`src/sv/binary_node_record_tokenizer_unit_defines.svh`:
```
// Assertion macros shared by the tokenizer modules.
`ifndef BINARY_NODE_RECORD_TOKENIZER_UNIT_DEFINES_SVH
`define BINARY_NODE_RECORD_TOKENIZER_UNIT_DEFINES_SVH

// Checks that a condition implies a consequence at the same edge.
`define BNRT_ASSERT_IMPL(label, clk, rst_n, cond, cons, msg) \
	label: assert property (@(posedge clk) disable iff (!rst_n) (cond) |-> (cons)) \
		else $error(msg);

// Checks that a condition implies a consequence at the next edge.
`define BNRT_ASSERT_NEXT(label, clk, rst_n, cond, cons, msg) \
	label: assert property (@(posedge clk) disable iff (!rst_n) (cond) |=> (cons)) \
		else $error(msg);

`endif

```
`src/sv/bnrt_pkg.sv`:
```
package bnrt_pkg;

	typedef enum logic [3:0] {
		PH_HEADER,
		PH_VERSION,
		PH_ENDOFS,
		PH_COUNT,
		PH_PLEN,
		PH_NAMELEN,
		PH_NAME,
		PH_PTYPE,
		PH_LEN4,
		PH_ARR,
		PH_PAYLOAD,
		PH_SENTINEL
	} phase_t;

	typedef enum logic [2:0] {
		EV_BEGIN = 3'd0,
		EV_PROP  = 3'd1,
		EV_END   = 3'd2,
		EV_DONE  = 3'd3,
		EV_ERROR = 3'd4
	} event_kind_t;

	typedef enum logic [2:0] {
		ERR_NONE   = 3'd0,
		ERR_PAST   = 3'd1,
		ERR_BEHIND = 3'd2,
		ERR_DEEP   = 3'd3,
		ERR_EMPTY  = 3'd4,
		ERR_EARLY  = 3'd5
	} error_code_t;

	localparam int unsigned VERSION_WIDE = 7500;
	localparam int unsigned MAX_EVENTS   = 3;

	typedef struct packed {
		logic [2:0]  kind;
		logic [4:0]  depth;
		logic [7:0]  ptype;
		logic [31:0] start;
		logic [31:0] span;
		logic [31:0] count;
		logic [2:0]  err;
		logic        last;
	} event_t;

	typedef struct packed {
		logic [1:0] num;
		event_t     ev0;
		event_t     ev1;
		event_t     ev2;
	} bundle_t;

	function automatic event_t mk_event(logic [2:0] kind, logic [4:0] depth,
		logic [7:0] ptype, logic [31:0] start, logic [31:0] span, logic [31:0] count,
		logic [2:0] err);
		event_t e;
		e.kind = kind;
		e.depth = depth;
		e.ptype = ptype;
		e.start = start;
		e.span = span;
		e.count = count;
		e.err = err;
		e.last = 1'b0;
		return e;
	endfunction

endpackage

```
`src/sv/bnrt_front.sv`:
```
module bnrt_front #(
	parameter int MAX_DEPTH    = 16,
	parameter int HEADER_BYTES = 23,
	parameter int OFFSET_BITS  = 32
) (
	input  logic               clk,
	input  logic               arst_n,
	input  logic [31:0]        file_length,
	input  logic               in_valid,
	input  logic [7:0]         data_byte,
	output logic               busy,
	output bnrt_pkg::bundle_t  bundle,
	output logic               bundle_valid
);
	import bnrt_pkg::*;

	localparam int DW = $clog2(MAX_DEPTH + 1);
	localparam int SW = (MAX_DEPTH > 1) ? $clog2(MAX_DEPTH) : 1;

	logic [31:0]   pos_q;
	phase_t        phase_q;
	logic [3:0]    fcnt_q;
	logic [63:0]   acc_q;
	logic          wide_q;
	logic [63:0]   stack_q [MAX_DEPTH];
	logic [DW-1:0] depth_q;
	logic [31:0]   props_q;
	logic [31:0]   left_q;
	logic [31:0]   count_q;
	logic [63:0]   top_end_q;
	logic          fin_q;

	phase_t        phase_d;
	logic [3:0]    fcnt_d;
	logic [63:0]   acc_d;
	logic          wide_d;
	logic [DW-1:0] depth_d;
	logic [31:0]   props_d;
	logic [31:0]   left_d;
	logic [31:0]   count_d;
	logic          fin_d;
	logic          push_stack;
	logic [63:0]   push_val;
	bundle_t       b;

	logic [31:0] pos1;
	logic [3:0]  wbytes;
	logic [63:0] acc_w;
	logic [63:0] acc_a;
	logic [4:0]  cur_depth;
	logic        do_payload;
	logic        do_done;
	logic        do_next;
	logic        do_tail;
	logic        do_close;
	logic        do_child;
	logic [63:0] pend_top;
	logic [DW-1:0] depth_after;

	assign busy = 1'b0;
	assign pos1 = pos_q + 32'd1;
	assign wbytes = wide_q ? 4'd8 : 4'd4;
	assign acc_w = acc_q | (64'(data_byte) << {fcnt_q[2:0], 3'b000});
	assign acc_a = ((fcnt_q[1:0] == 2'd0) ? {acc_q[63:56], 56'd0} : acc_q)
		| (64'(data_byte) << {fcnt_q[1:0], 3'b000});
	assign cur_depth = (depth_q == '0) ? 5'd0 : 5'(depth_q - 1'b1);

	// The top-of-stack end offset is kept in a register so that the stack itself
	// is only read at one address that depends on the depth after a pop.
	always_comb begin
		phase_t ph;
		logic [31:0] pl;
		logic [DW-1:0] dd;
		logic [63:0] te;
		ph = phase_q;
		phase_d = phase_q;
		fcnt_d = fcnt_q;
		acc_d = acc_q;
		wide_d = wide_q;
		depth_d = depth_q;
		props_d = props_q;
		left_d = left_q;
		count_d = count_q;
		fin_d = fin_q;
		push_stack = 1'b0;
		push_val = acc_w;
		b = '0;
		do_payload = 1'b0;
		do_done = 1'b0;
		do_next = 1'b0;
		do_tail = 1'b0;
		do_close = 1'b0;
		do_child = 1'b0;
		pl = 32'd0;
		dd = depth_q;
		te = top_end_q;
		if (in_valid && !fin_q) begin
			if (phase_q == PH_HEADER && pos_q >= 32'(HEADER_BYTES)) begin
				ph = PH_VERSION;
				fcnt_d = 4'd0;
				acc_d = 64'd0;
			end
			unique case (ph)
				PH_HEADER: begin
				end
				PH_VERSION: begin
					acc_d = acc_w;
					fcnt_d = fcnt_d + 4'd1;
					if (fcnt_q == 4'd3) begin
						wide_d = acc_w >= 64'(VERSION_WIDE);
						do_child = 1'b1;
					end
					phase_d = PH_VERSION;
				end
				PH_ENDOFS: begin
					acc_d = acc_w;
					fcnt_d = fcnt_q + 4'd1;
					if (fcnt_q + 4'd1 >= wbytes) begin
						if (acc_w == 64'd0) begin
							fin_d = 1'b1;
							if (depth_q != '0) begin
								b.num = 2'd1;
								b.ev0 = mk_event(EV_ERROR, 5'(depth_q), 8'd0, 32'd0, 32'd0,
									32'd0, ERR_EMPTY);
							end else begin
								b.num = 2'd1;
								b.ev0 = mk_event(EV_DONE, 5'd0, 8'd0, 32'd0, 32'd0, 32'd0,
									ERR_NONE);
							end
						end else if (acc_w > 64'(file_length) ||
							(OFFSET_BITS < 64 && (acc_w >> (OFFSET_BITS % 64)) != 64'd0)) begin
							fin_d = 1'b1;
							b.num = 2'd1;
							b.ev0 = mk_event(EV_ERROR, 5'(depth_q), 8'd0, 32'd0, 32'd0, 32'd0,
								ERR_PAST);
						end else if (acc_w < 64'(pos1)) begin
							fin_d = 1'b1;
							b.num = 2'd1;
							b.ev0 = mk_event(EV_ERROR, 5'(depth_q), 8'd0, 32'd0, 32'd0, 32'd0,
								ERR_BEHIND);
						end else if (depth_q >= DW'(MAX_DEPTH)) begin
							fin_d = 1'b1;
							b.num = 2'd1;
							b.ev0 = mk_event(EV_ERROR, 5'(depth_q), 8'd0, 32'd0, 32'd0, 32'd0,
								ERR_DEEP);
						end else begin
							push_stack = 1'b1;
							depth_d = depth_q + 1'b1;
							te = acc_w;
							phase_d = PH_COUNT;
							fcnt_d = 4'd0;
							acc_d = 64'd0;
						end
					end
				end
				PH_COUNT: begin
					acc_d = acc_w;
					fcnt_d = fcnt_q + 4'd1;
					if (fcnt_q + 4'd1 >= wbytes) begin
						count_d = (acc_w[63:32] != 32'd0) ? 32'hFFFF_FFFF : acc_w[31:0];
						props_d = count_d;
						phase_d = PH_PLEN;
						fcnt_d = 4'd0;
						acc_d = 64'd0;
					end
				end
				PH_PLEN: begin
					acc_d = acc_w;
					fcnt_d = fcnt_q + 4'd1;
					if (fcnt_q + 4'd1 >= wbytes) phase_d = PH_NAMELEN;
				end
				PH_NAMELEN: begin
					b.num = 2'd1;
					b.ev0 = mk_event(EV_BEGIN, cur_depth, 8'd0, pos1, 32'(data_byte), count_q,
						ERR_NONE);
					if (data_byte == 8'd0) begin
						do_next = 1'b1;
					end else begin
						left_d = 32'(data_byte);
						phase_d = PH_NAME;
					end
				end
				PH_NAME: begin
					left_d = left_q - 32'd1;
					if (left_d == 32'd0) do_next = 1'b1;
				end
				PH_PTYPE: begin
					priority case (data_byte)
						"Y": begin pl = 32'd2; do_payload = 1'b1; end
						"C": begin pl = 32'd1; do_payload = 1'b1; end
						"I", "F": begin pl = 32'd4; do_payload = 1'b1; end
						"D", "L": begin pl = 32'd8; do_payload = 1'b1; end
						"R", "S": begin
							phase_d = PH_LEN4;
							fcnt_d = 4'd0;
							acc_d = 64'd0;
						end
						"b", "f", "d", "l", "i": begin
							phase_d = PH_ARR;
							fcnt_d = 4'd0;
							acc_d = 64'd0;
						end
						default: begin
							do_payload = 1'b1;
							pl = 32'd0;
						end
					endcase
				end
				PH_LEN4: begin
					acc_d = acc_w;
					fcnt_d = fcnt_q + 4'd1;
					if (fcnt_q == 4'd3) begin
						pl = acc_w[31:0];
						do_payload = 1'b1;
					end
				end
				PH_ARR: begin
					acc_d = acc_a;
					fcnt_d = fcnt_q + 4'd1;
					if (fcnt_q == 4'd11) begin
						pl = acc_a[31:0];
						do_payload = 1'b1;
					end
				end
				PH_PAYLOAD: begin
					left_d = left_q - 32'd1;
					if (left_d == 32'd0) do_done = 1'b1;
				end
				PH_SENTINEL: begin
					left_d = left_q - 32'd1;
					if (left_d == 32'd0) do_close = 1'b1;
				end
				default: phase_d = PH_HEADER;
			endcase
			if (ph == PH_HEADER) phase_d = PH_HEADER;
			if (do_payload) begin
				b.num = 2'd1;
				b.ev0 = mk_event(EV_PROP, cur_depth, data_byte, pos1, pl, 32'd0, ERR_NONE);
				if (phase_q == PH_LEN4 || phase_q == PH_ARR)
					b.ev0.ptype = acc_q[63:56];
				if (pl == 32'd0) begin
					do_done = 1'b1;
				end else begin
					left_d = pl;
					phase_d = PH_PAYLOAD;
				end
			end
			if (do_done) begin
				if (props_q != 32'd0) props_d = props_q - 32'd1;
				do_next = 1'b1;
			end
			if (do_next) begin
				if (props_d != 32'd0) phase_d = PH_PTYPE;
				else do_tail = 1'b1;
			end
			if (do_tail) begin
				if (64'(pos1) < te) do_child = 1'b1;
				else do_close = 1'b1;
			end
		end
		// Close and child-loop steps are resolved with the end offset of the record left on top after any pop.
		dd = depth_d;
		if (do_close) begin
			if (depth_q != '0) dd = depth_q - 1'b1;
			depth_d = dd;
			b.ev0 = (b.num == 2'd0) ? mk_event(EV_END, 5'(dd), 8'd0, 32'd0, 32'd0, 32'd0,
				ERR_NONE) : b.ev0;
			if (b.num == 2'd1) begin
				b.ev1 = mk_event(EV_END, 5'(dd), 8'd0, 32'd0, 32'd0, 32'd0, ERR_NONE);
				b.num = 2'd2;
			end else begin
				b.num = 2'd1;
			end
			te = (dd == '0) ? 64'd0 : stack_q[SW'(dd - 1'b1)];
			do_child = 1'b1;
		end
		if (do_child && in_valid && !fin_q) begin
			if (dd == '0) begin
				if (pos1 >= file_length) begin
					fin_d = 1'b1;
					unique case (b.num)
						2'd0: b.ev0 = mk_event(EV_ERROR, 5'd0, 8'd0, 32'd0, 32'd0, 32'd0,
							ERR_EARLY);
						2'd1: b.ev1 = mk_event(EV_ERROR, 5'd0, 8'd0, 32'd0, 32'd0, 32'd0,
							ERR_EARLY);
						default: b.ev2 = mk_event(EV_ERROR, 5'd0, 8'd0, 32'd0, 32'd0, 32'd0,
							ERR_EARLY);
					endcase
					b.num = b.num + 2'd1;
				end else begin
					phase_d = PH_ENDOFS;
					fcnt_d = 4'd0;
					acc_d = 64'd0;
				end
			end else if (64'(pos1) + 64'(wide_d ? 5'd25 : 5'd13) < te) begin
				phase_d = PH_ENDOFS;
				fcnt_d = 4'd0;
				acc_d = 64'd0;
			end else begin
				phase_d = PH_SENTINEL;
				left_d = 32'(wide_d ? 5'd25 : 5'd13);
			end
		end
		pend_top = te;
		depth_after = depth_d;
		if (phase_d == PH_PTYPE && in_valid && !fin_q && phase_q == PH_PTYPE)
			acc_d = {data_byte, acc_d[55:0]};
		if ((phase_d == PH_LEN4 || phase_d == PH_ARR) && phase_q == PH_PTYPE)
			acc_d = {data_byte, 56'd0};
		unique case (b.num)
			2'd1: b.ev0.last = 1'b1;
			2'd2: b.ev1.last = 1'b1;
			2'd3: b.ev2.last = 1'b1;
			default: ;
		endcase
	end

	always_ff @(posedge clk or negedge arst_n) begin
		if (!arst_n) begin
			pos_q <= '0;
			phase_q <= PH_HEADER;
			fcnt_q <= '0;
			acc_q <= '0;
			wide_q <= 1'b0;
			depth_q <= '0;
			props_q <= '0;
			left_q <= '0;
			count_q <= '0;
			top_end_q <= '0;
			fin_q <= 1'b0;
			bundle_valid <= 1'b0;
		end else begin
			bundle_valid <= 1'b0;
			if (in_valid && !fin_q) begin
				pos_q <= pos1;
				phase_q <= phase_d;
				fcnt_q <= fcnt_d;
				acc_q <= acc_d;
				wide_q <= wide_d;
				depth_q <= depth_after;
				props_q <= props_d;
				left_q <= left_d;
				count_q <= count_d;
				top_end_q <= pend_top;
				fin_q <= fin_d;
				bundle_valid <= b.num != 2'd0;
			end
		end
	end

	always_ff @(posedge clk) begin
		if (push_stack && in_valid && !fin_q) stack_q[SW'(depth_q)] <= push_val;
		bundle <= b;
	end

	`include "binary_node_record_tokenizer_unit_defines.svh"
	`BNRT_ASSERT_IMPL(a_depth_bound, clk, arst_n, 1'b1, depth_q <= DW'(MAX_DEPTH), "depth overflow")
	`BNRT_ASSERT_NEXT(a_fin_sticky, clk, arst_n, fin_q, fin_q, "finished cleared")
	`BNRT_ASSERT_NEXT(a_fin_quiet, clk, arst_n, fin_q, !bundle_valid, "event after finish")
endmodule

```
`src/sv/bnrt_back.sv`:
```
module bnrt_back (
	input  logic              clk,
	input  logic              arst_n,
	input  bnrt_pkg::bundle_t bundle,
	input  logic              bundle_valid,
	output logic              full,
	output logic              empty,
	input  logic              pop,
	output bnrt_pkg::event_t  head
);
	import bnrt_pkg::*;

	localparam int DEPTH = 8;

	event_t     mem_q [DEPTH];
	logic [2:0] rd_q;
	logic [2:0] wr_q;
	logic [3:0] cnt_q;
	logic       deq;
	logic [3:0] cnt_d;
	logic [3:0] held;

	assign empty = cnt_q == 4'd0;
	assign deq = pop && !empty;
	// Room for a full bundle of three words remains whenever a byte is taken.
	assign held = cnt_q + (bundle_valid ? 4'(bundle.num) : 4'd0);
	assign full = held > 4'(DEPTH - MAX_EVENTS);
	assign head = mem_q[rd_q];
	assign cnt_d = held - (deq ? 4'd1 : 4'd0);

	always_ff @(posedge clk or negedge arst_n) begin
		if (!arst_n) begin
			rd_q <= '0;
			wr_q <= '0;
			cnt_q <= '0;
		end else begin
			cnt_q <= cnt_d;
			if (deq) rd_q <= rd_q + 3'd1;
			if (bundle_valid) wr_q <= wr_q + 3'(bundle.num);
		end
	end

	always_ff @(posedge clk) begin
		if (bundle_valid) begin
			mem_q[wr_q] <= bundle.ev0;
			if (bundle.num >= 2'd2) mem_q[wr_q + 3'd1] <= bundle.ev1;
			if (bundle.num == 2'd3) mem_q[wr_q + 3'd2] <= bundle.ev2;
		end
	end

	`include "binary_node_record_tokenizer_unit_defines.svh"
	`BNRT_ASSERT_IMPL(a_cnt_bound, clk, arst_n, 1'b1, cnt_q <= 4'(DEPTH), "queue overflow")
	`BNRT_ASSERT_NEXT(a_pop_moves, clk, arst_n, deq && !bundle_valid, cnt_q == $past(cnt_q) - 4'd1, "pop lost")
endmodule

```
`src/sv/binary_node_record_tokenizer_unit.sv`:
```
// Channel  | Handshake               | Payload
// input    | push / full             | data_byte
// result   | empty / pop             | event_kind .. last_event
// config   | cfg_valid / cfg_ready   | cfg_data (file_length)
// One byte is taken per cycle while full is low; each byte yields zero to three words.
// A word passes through the bundle register and then the result queue before it is on the result ports.
// full rises when the result queue, with the words still on their way, has room for
// fewer than three more.
// Reset clears all control state; the end offset stack needs no clearing.
module binary_node_record_tokenizer_unit #(
	parameter int MAX_DEPTH    = 16,
	parameter int HEADER_BYTES = 23,
	parameter int OFFSET_BITS  = 32
) (
	input  logic        clk,
	input  logic        arst_n,
	input  logic        push,
	output logic        full,
	input  logic [7:0]  data_byte,
	output logic        empty,
	input  logic        pop,
	output logic [2:0]  event_kind,
	output logic [4:0]  nesting_depth,
	output logic [7:0]  property_type,
	output logic [31:0] start_offset,
	output logic [31:0] span_length,
	output logic [31:0] property_count,
	output logic [2:0]  error_code,
	output logic        last_event,
	input  logic        cfg_valid,
	output logic        cfg_ready,
	input  logic [31:0] cfg_data
);
	import bnrt_pkg::*;

	logic [31:0] file_length_q;
	bundle_t     bundle;
	logic        bundle_valid;
	logic        busy;
	event_t      head;

	assign cfg_ready = 1'b1;

	always_ff @(posedge clk or negedge arst_n) begin
		if (!arst_n) file_length_q <= '0;
		else if (cfg_valid && cfg_ready) file_length_q <= cfg_data;
	end

	bnrt_front #(
		.MAX_DEPTH(MAX_DEPTH),
		.HEADER_BYTES(HEADER_BYTES),
		.OFFSET_BITS(OFFSET_BITS)
	) u_front (
		.clk(clk),
		.arst_n(arst_n),
		.file_length(file_length_q),
		.in_valid(push && !full && !busy),
		.data_byte(data_byte),
		.busy(busy),
		.bundle(bundle),
		.bundle_valid(bundle_valid)
	);

	logic q_full;

	bnrt_back u_back (
		.clk(clk),
		.arst_n(arst_n),
		.bundle(bundle),
		.bundle_valid(bundle_valid),
		.full(q_full),
		.empty(empty),
		.pop(pop),
		.head(head)
	);

	assign full = q_full || busy;
	assign event_kind = head.kind;
	assign nesting_depth = head.depth;
	assign property_type = head.ptype;
	assign start_offset = head.start;
	assign span_length = head.span;
	assign property_count = head.count;
	assign error_code = head.err;
	assign last_event = head.last;
endmodule
```
`config.mk`:
```
export PLATFORM = sky130hd
export DESIGN_NAME = binary_node_record_tokenizer_unit
export DESIGN_NICKNAME = d
export VERILOG_FILES = /design/src/sv/bnrt_pkg.sv /design/src/sv/bnrt_front.sv /design/src/sv/bnrt_back.sv /design/src/sv/binary_node_record_tokenizer_unit.sv
export VERILOG_INCLUDE_DIRS = /design/src /design/src/sv
export SDC_FILE = /design/constraint.sdc
export NUM_CORES = 2
export LEC_CHECK = 0
export BUFFER_PORTS_ARGS = -buffer_cell sky130_fd_sc_hd__buf_2
export CAP_MARGIN = 0
export CELL_PAD_IN_SITES_DETAIL_PLACEMENT = 1
export CELL_PAD_IN_SITES_GLOBAL_PLACEMENT = 1
export CORE_MARGIN = 2
export CORE_UTILIZATION = 48
export DETAILED_ROUTE_END_ITERATION = 8
export PLACE_DENSITY = 0.86
export SYNTH_ARGS = -nofsm -noshare
export SYNTH_HDL_FRONTEND = slang
export SYNTH_SLANG_ARGS = --single-unit
```
`constraint.sdc`:
```
create_clock -name clk -period 13.5 [get_ports clk]
set_input_delay 2.025 -clock clk [delete_from_list [all_inputs] [get_ports clk]]
set_output_delay 2.025 -clock clk [all_outputs]
set_load 0.01 [all_outputs]
```
======== Word-level counts from Yosys, hierarchy flattened ========
Memories as Yosys holds them, arrays and structs flattened.
Index checks and enable logic that the tools add are counted.
storage, ports and cells
  input port bits ......................... 45
  memories ................................ 2
  memory bits (writable) .................. 1952
  output and inout bits ................... 119
  register bits after elaboration ......... 664
operators by class
  reduce and logical (&&, ||, !) cells .... 49
  bitwise gates (word level) .............. 2
  $lt $le $gt $ge ......................... 11
  multiplexer cells ....................... 172
  add/sub/neg operators ................... 16
  equal/unequal tests ..................... 38
  shifts and indexed selects .............. 2
memories
  name             words  width  read ports  clocked after memory_dff  write ports  RTL line          text
  u_front.stack_q  16     64     1           0                         1            bnrt_front.sv:25  logic [63:0] stack_q [MAX_DEPTH];
  u_back.mem_q     8      116    1           0                         3            bnrt_back.sv:15   event_t mem_q [DEPTH];
operators with widths
  cell                                                                                    count
  64-bit two-way mux                                                                      24
  350-bit two-way mux                                                                     3
  118-bit two-way mux                                                                     6
  116-bit two-way mux                                                                     5
  32-bit two-way mux                                                                      15
  64-bit one-hot mux with 5 select lines                                                  1
  118-bit one-hot mux with 2 select lines                                                 1
  234-bit two-way mux                                                                     1
  4-bit two-way mux                                                                       34
  64-bit bitwise OR                                                                       2
  117-bit two-way mux                                                                     1
  115-bit two-way mux                                                                     1
  8-bit by 7-bit == test with 1-bit output (second input constant)                        13
  32-bit one-hot mux with 3 select lines                                                  1
  32-bit nonzero test                                                                     3
  5-bit two-way mux                                                                       13
  32-bit by 64-bit adder with 64-bit output                                               1
  64-bit by 13-bit greater-or-equal comparator with 1-bit output (second input constant)  1
  64-bit by 32-bit > comparator with 1-bit output                                         1
  32-bit zero test                                                                        2
  64-bit zero test                                                                        1
  32-bit by 64-bit < comparator with 1-bit output                                         1
  64-bit by 32-bit < comparator with 1-bit output                                         1
  64-bit < comparator                                                                     1
  other kinds (52)                                                                        157

======== Depth between registers and ports, before layout ========
An unclocked memory read counts as a cell.
  word-level depth ........................ 37
  mapped depth ............................ 67

======== By module ========
Synthesis repeated with hierarchy kept, for this count alone.
unflattened totals
  cells, all modules ...................... 13516
  area total of the unflattened synthesis .. 135241.0 um^2
modules (own cells, without submodules)
  module                             cells an instance  instances  sequential area each (um^2)  area each (um^2)
  bnrt_front                         7330               1          40118.5                      74649.1
  bnrt_back                          6114               1          28117.0                      59221.8
  binary_node_record_tokenizer_unit  72                 1          800.8                        1370.1

======== Least setup slack after synthesis ========
No wires, ideal clock.
  kind .................................... reg2reg
  start ................................... reg u_front.pos_q[2]
  end ..................................... reg u_front.acc_q[10]
  cell stages (with the launch flop) ...... 64
  arrival ................................. 12.703 ns
  buffers on the path ..................... 17
  path slack .............................. 0.653 ns
  data required time ...................... 13.356 ns
  period minus slack after synthesis ...... 12.847 ns
  library setup time ...................... 0.144 ns
  cells stage by stage .................... dfrtp_1 -> buf_2 -> nand3_2 -> or3_1 -> or3_1 -> clkbuf_1 -> nor3_1 -> nand3_1 -> nor2_1 -> and3_1 -> and3_1 -> and2_1 -> nand3_1 -> xnor2_1 -> inv_1 -> ha_1 -> nand4_1 -> nor4bb_1 -> (+28 left out) -> ha_1 -> a21o_1 -> a21o_1 -> a21oi_1 -> nor2b_1 -> o21ai_0 -> nand2b_1 -> a21oi_1 -> o21ai_0 -> a21o_1 -> a21o_1 -> a221oi_1 -> a21bo_1 -> nand2_1 -> buf_4 -> o211ai_1 -> buf_2 -> o32ai_2
RTL lines
  item                                             RTL line           text
  start, declared                                  bnrt_front.sv:20   logic [31:0] pos_q;
  start signal, assigned                           bnrt_front.sv:335  pos_q <= pos1;
  32-bit by 1-bit adder with 32-bit output *       bnrt_front.sv:61   assign pos1 = pos_q + 32'd1;
  named net u_front.pos1[29]                       bnrt_front.sv:46   logic [31:0] pos1;
  64-bit by 32-bit < comparator with 1-bit output  bnrt_front.sv:136  end else if (acc_w < 64'(pos1)) begin
  5-bit two-way mux                                bnrt_front.sv:136
  5-bit two-way mux                                bnrt_front.sv:130  end else if (acc_w > 64'(file_length) ||
  5-bit two-way mux                                bnrt_front.sv:119  if (acc_w == 64'd0) begin
  5-bit two-way mux                                bnrt_front.sv:118  if (fcnt_q + 4'd1 >= wbytes) begin
  5-bit two-way mux                                bnrt_front.sv:103  unique case (ph)
  (+7 left out)                                    n/a
  64-bit < comparator                              bnrt_front.sv:295  end else if (64'(pos1) + 64'(wide_d ? 5'd25 : 5'd13) < te) begin
  4-bit two-way mux                                bnrt_front.sv:295
  4-bit two-way mux                                bnrt_front.sv:278  if (dd == '0) begin
  4-bit two-way mux                                bnrt_front.sv:277  if (do_child && in_valid && !fin_q) begin
  4-bit == test                                    bnrt_front.sv:308  if ((phase_d == PH_LEN4 || phase_d == PH_ARR) && phase_q == PH_PTYPE)
  1-bit logical OR                                 bnrt_front.sv:308
  1-bit logical AND                                bnrt_front.sv:308
  64-bit two-way mux *                             bnrt_front.sv:308
  end signal, assigned                             bnrt_front.sv:323  acc_q <= '0;
  end signal, assigned                             bnrt_front.sv:338  acc_q <= acc_d;
  end, declared                                    bnrt_front.sv:23   logic [63:0] acc_q;
The timed path passes the listed nets; every way through them passes the cells marked *. The select of a mux whose other input is x is not followed.
A chain may end at the register's enable or synchronous reset.

======== Worst setup path in the final report ========
  start ................................... reg u_front.pos_q[2]
  end ..................................... reg u_front.left_q[8]
RTL lines
  item                                             RTL line           text
  32-bit by 1-bit adder with 32-bit output *       bnrt_front.sv:61
  named net u_front.pos1[29]                       bnrt_front.sv:46
  64-bit by 32-bit < comparator with 1-bit output  bnrt_front.sv:136
  5-bit two-way mux                                bnrt_front.sv:136
  5-bit two-way mux                                bnrt_front.sv:130
  5-bit two-way mux                                bnrt_front.sv:119
  5-bit two-way mux                                bnrt_front.sv:118
  5-bit two-way mux                                bnrt_front.sv:103
  (+3 left out)                                    n/a
  4-bit by 1-bit subtractor with 4-bit output      bnrt_front.sv:274  te = (dd == '0) ? 64'd0 : stack_q[SW'(dd - 1'b1)];
  memory 16 x 64 bit                               n/a
  64-bit two-way mux                               bnrt_front.sv:274
  64-bit two-way mux                               bnrt_front.sv:263  if (do_close) begin
  64-bit < comparator                              bnrt_front.sv:295
  32-bit two-way mux                               bnrt_front.sv:295
  32-bit two-way mux                               bnrt_front.sv:278
  32-bit two-way mux *                             bnrt_front.sv:277
  end signal, assigned                             bnrt_front.sv:342  left_q <= left_d;
  end, declared                                    bnrt_front.sv:28   logic [31:0] left_q;
Marks and branches as above.

==> summary.txt <==
Outcome
  – Status: complete, no violations

Hold path
  – Hold WC Path Type: flop to flop
  – Hold depth: 1
  – Hold_sp: u_front.top_end_q[24]
  – Hold endpoint: u_front.top_end_q[24]

Global route
  – Total GRT Usage: 33.3%
  – Most used routing layer: met2
  – First-pass GRT wire length: 575,000 um
  – Initial antenna violation count: 43
  – Number of global-route vias before repair: 81,100
  – Routing usage on met2: a little over half
  – GR Layer Usage met1: ~42%
  – Met3 usage: roughly 7.3%
  – Gr ovfl total: 0
  – Largest net degree at the start of global routing: around 140

Power
  – Power consumption: approximately 29,000 uW
  – Pwr/cell area: 229 mW/mm2
  – Pleak: 0.0454 uW
  – Peak supply drop: 420 uV

Logic synthesis
  – Top_reg_cell synth: edfxtp_1
  – Number of library cell types mapped by synthesis: approximately 120
  – Sequential share of the synthesized area: approximately three fifths
  – Seq cells post-synth: about 2,400
  – Fraction of registers with async set/reset: 13.1%
  – Yosys Warn Count: 0
  – Top-count cell post-synth: edfxtp_1
  – Synth top cells by count: edfxtp_1 (1,952), and2_1 (878), nand2_1 (564)
  – Post-synth EDFFs: 1,952
  – Post-Syn Area: approximately 0.11 mm2
  – Post-synth top area share: a little over half
  – Post-synth top area cell: edfxtp_1
  – Synth Net Count: 8,482
  – Gate Count Post-Synth: 8,249
  – Top post-synthesis cells by area: edfxtp_1 (53%), mux4_2 (8.7%), dfrtp_1 (7.0%), and2_1 (4.9%), dfxtp_1 (2.3%)
  – Post-Syn Area per Cell: around 14 um2

STA
  – Worst-Margin Slew: approximately 1.4 ns
  – Final slew viol count: 0
  – Final Hold Fails: 0
  – Worst clock skew: 0.0765 ns
  – Tmin final: 12.83 ns
  – Tcrit/Tclk final: a little over nine tenths
  – Worst slew margin: around a tenth
  – Final-report setup violation count: 0
  – Achievable Freq: about 78 MHz

Clock network
  – Clk_lat worst skew: roughly 0.96 ns
  – Cts bufs inserted: 240
  – Clock sink count: ~2,400
  – CTS Buffer Depth: 3
  – TritonCTS clock tree: built
  – H-tree depth: 4
  – Clk slew on worst S/H paths: roughly 0.060 ns
  – # hold bufs at CTS: 0
  – Clk root buf: clkbuf_16

Die
  – Die Width: a little under 500 um
  – Die footprint: between 0.2 and 0.25 mm2
  – Die span in y: roughly 490 um
  – Core Area: between 0.2 and 0.25 mm2
  – Initial Util: between 40% and 50%
  – Num rows: approximately 180
  – IO Count: 164

Placement
  – Final HPWL DP: between 200,000 and 250,000 um
  – Dpl cell area: approximately 0.12 mm2
  – RD Place Congestion: 1.03
  – Port Buffer Count: approximately 160

Worst setup path
  – Critical Path AT: ~14 ns
  – Worst r2r src: u_front.pos_q[2]
  – CP max stage delay: roughly 0.48 ns
  – WS Path Type: flop to flop
  – Crit path launch type: flop
  – Worst EP required: around 14 ns
  – Worst R2R End: u_front.left_q[8]
  – R2R depth: ~60
  – CP max FO: 34
  – Critical-path top delay cell: a22oi_2
  – Reg2reg setup slack: 0.67 ns
  – CP Capture Type: flop

Job
  – Max-cap violations: 0

Route
  – DRC: 0
  – Post-DRT Antenna Nets: 0
  – WL per Instance: 34.2 um
  – Vias: 77,500
  – Total Wirelength: approximately 400,000 um
  – Vias/cell: about 6.7
  – First drt pass iteration count: 9
  – Starting DRT DRC Count: 9,916

Cells and area
  – Layout cells sized above 1: a little under a fifth
  – Fillers: 22,300
  – Design area: 0.125 mm2
  – P&R area growth vs syn: 11.8%
  – Final core utilization: between 50% and 60%
  – Fin nets: between 8,000 and 9,000
-- worst max-delay path by stage --
| stage | from | to | slack (ns) | cells after the start |
|---|---|---|---|---|
| after floorplan | u_front.pos_q[2] | u_front.acc_q[10] | 0.65 | 63 |
| after CTS | u_front.pos_q[2] | u_front.left_q[8] | 0.008 | 61 |
| after detailed placement | u_front.pos_q[2] | u_front.left_q[8] | -0.16 | 59 |
| after global routing | u_front.pos_q[2] | u_front.left_q[8] | -0.02 | 61 |
| after global placement | u_front.pos_q[2] | u_front.acc_q[27] | 0.12 | 58 |
| final | u_front.pos_q[2] | u_front.left_q[8] | 0.67 | 61 |
-- repair_timing --
| action | CTS | global route |
|---|---|---|
| setup buffers | 0 | 3 |
| gates cloned | 0 | 0 |
| resized for setup | 3 | 23 |
| pin swaps | 1 | 4 |
| hold endpoints to repair | 0 | 0 |
| setup endpoints to repair | 87 | 102 |
-- per-layer routing --
metal	share of wire, %	wire, um	up-vias
li1	-	-	31400
met1	37	147000	39900
met2	47	188000	4966
met3	9.7	38800	1283
met4	6.1	24500	32
met5	0.047	187	-
-- sequential cells by signal (all words and copies together) (netlist names) --
| name | flops |
|---|---|
| u_front.fcnt_q | 4 |
| u_front.bundle_valid | 1 |
| u_back.wr_q | 3 |
| u_front.pos_q | 32 |
| u_back.rd_q | 3 |
| u_back.cnt_q | 4 |
| file_length_q | 32 |
| u_front.stack_q | 1024 |
| u_front.top_end_q | 64 |
| u_front.fin_q | 1 |
| u_front.wide_q | 1 |
| u_back.mem_q | 928 |
| u_front.props_q | 32 |
| u_front.depth_q | 5 |
| u_front.acc_q | 64 |
| u_front.count_q | 32 |
| u_front.bundle | 128 |
| u_front.phase_q | 4 |
| u_front.left_q | 32 |
-- area by class of cell --
cell class                 count  area [um2]  share of cell area (%)
clock inverter               135        1520                    1.22
tap                         3026        3790                    3.04
multi-input combinational   5075       39800                    31.9
timing repair buffer         439        3020                    2.43
clock buffer                 320        6580                    5.28
sequential                  2394       69100                    55.4
inverter                     218         826                   0.663
antenna                       23        57.6                  0.0462
-- cells by family after synthesis --
kind of cell | count (synthesis) | share of synthesized area, %
flip-flops | 2394 | 61.9
XOR/XNOR | 121 | 0.951
multiplexers | 704 | 11.3
other | 1 | 0.00336
AND/OR/NAND/NOR | 2830 | 13.2
buffers and inverters | 780 | 2.84
AO/OA/AOI/OAI | 1231 | 7.66
adder cells (fa/ha/maj) | 188 | 2.12
-- stage by stage --
| step | TNS [ns] | worst slack (ns) | cells | hold slack (ns) |
|---|---|---|---|---|
| 3_5_place_dp | -4.74 | -0.159 | 11100 | 0.484 |
| 3_3_place_gp | 0 | 0.115 | 11100 | 0.463 |
| 2_1_floorplan | 0 | 0.653 | 8249 | 0.440 |
| 5_1_grt | -0.0450 | -0.0185 | 11600 | 0.519 |
| 6_report | 0 | 0.673 | 11600 | 0.501 |
| 4_1_cts | 0 | 0.00797 | 11600 | 0.500 |
-- report_power, final --
group | internal (uW) | switching, uW | total, uW | leakage (uW)
registers | 8640 | 530 | 9170 | 0.0231
clock network | 3850 | 3090 | 6940 | 0.00393
logic | 4480 | 7930 | 12400 | 0.0183
-- critical path, delay by kind of cell (launching register included) --
kind,cells,cell delay [ns]
and+or+nand+nor,27,5.57
AOI/OAI and AO/OA,22,4.33
buffers and inverters,8,1.30
adders and majority gates,3,0.86
DFF,1,0.43
xor gates and xnor gates,1,0.19
-- layout by cell type (no fill, tap or decap), types with 33 or more instances in the layout --
master,netlist,final
a31oi_1,42,42
nor2_1,536,511
nor3_1,149,141
a22o_1,48,48
a21o_1,118,118
and2_1,878,876
inv_1,213,212
a21oi_1,278,277
dfxtp_1,128,128
o31ai_1,43,36
nand2_1,564,562
clkinv_2,0,42
nor4_1,81,79
nand3_1,245,244
a22oi_1,35,34
o21ai_0,242,235
buf_2,58,161
edfxtp_1,1952,1952
xnor2_1,88,84
mux4_2,429,429
nand4_1,62,62
ha_1,186,185
xor2_1,33,33
clkbuf_1,394,55
o22ai_1,40,40
and3_1,103,103
clkbuf_16,0,242
mux2i_1,142,142
dfrtp_1,314,307
mux2_2,132,132
buf_4,23,265
No activity file was read; power rests on OpenSTA's default activity.
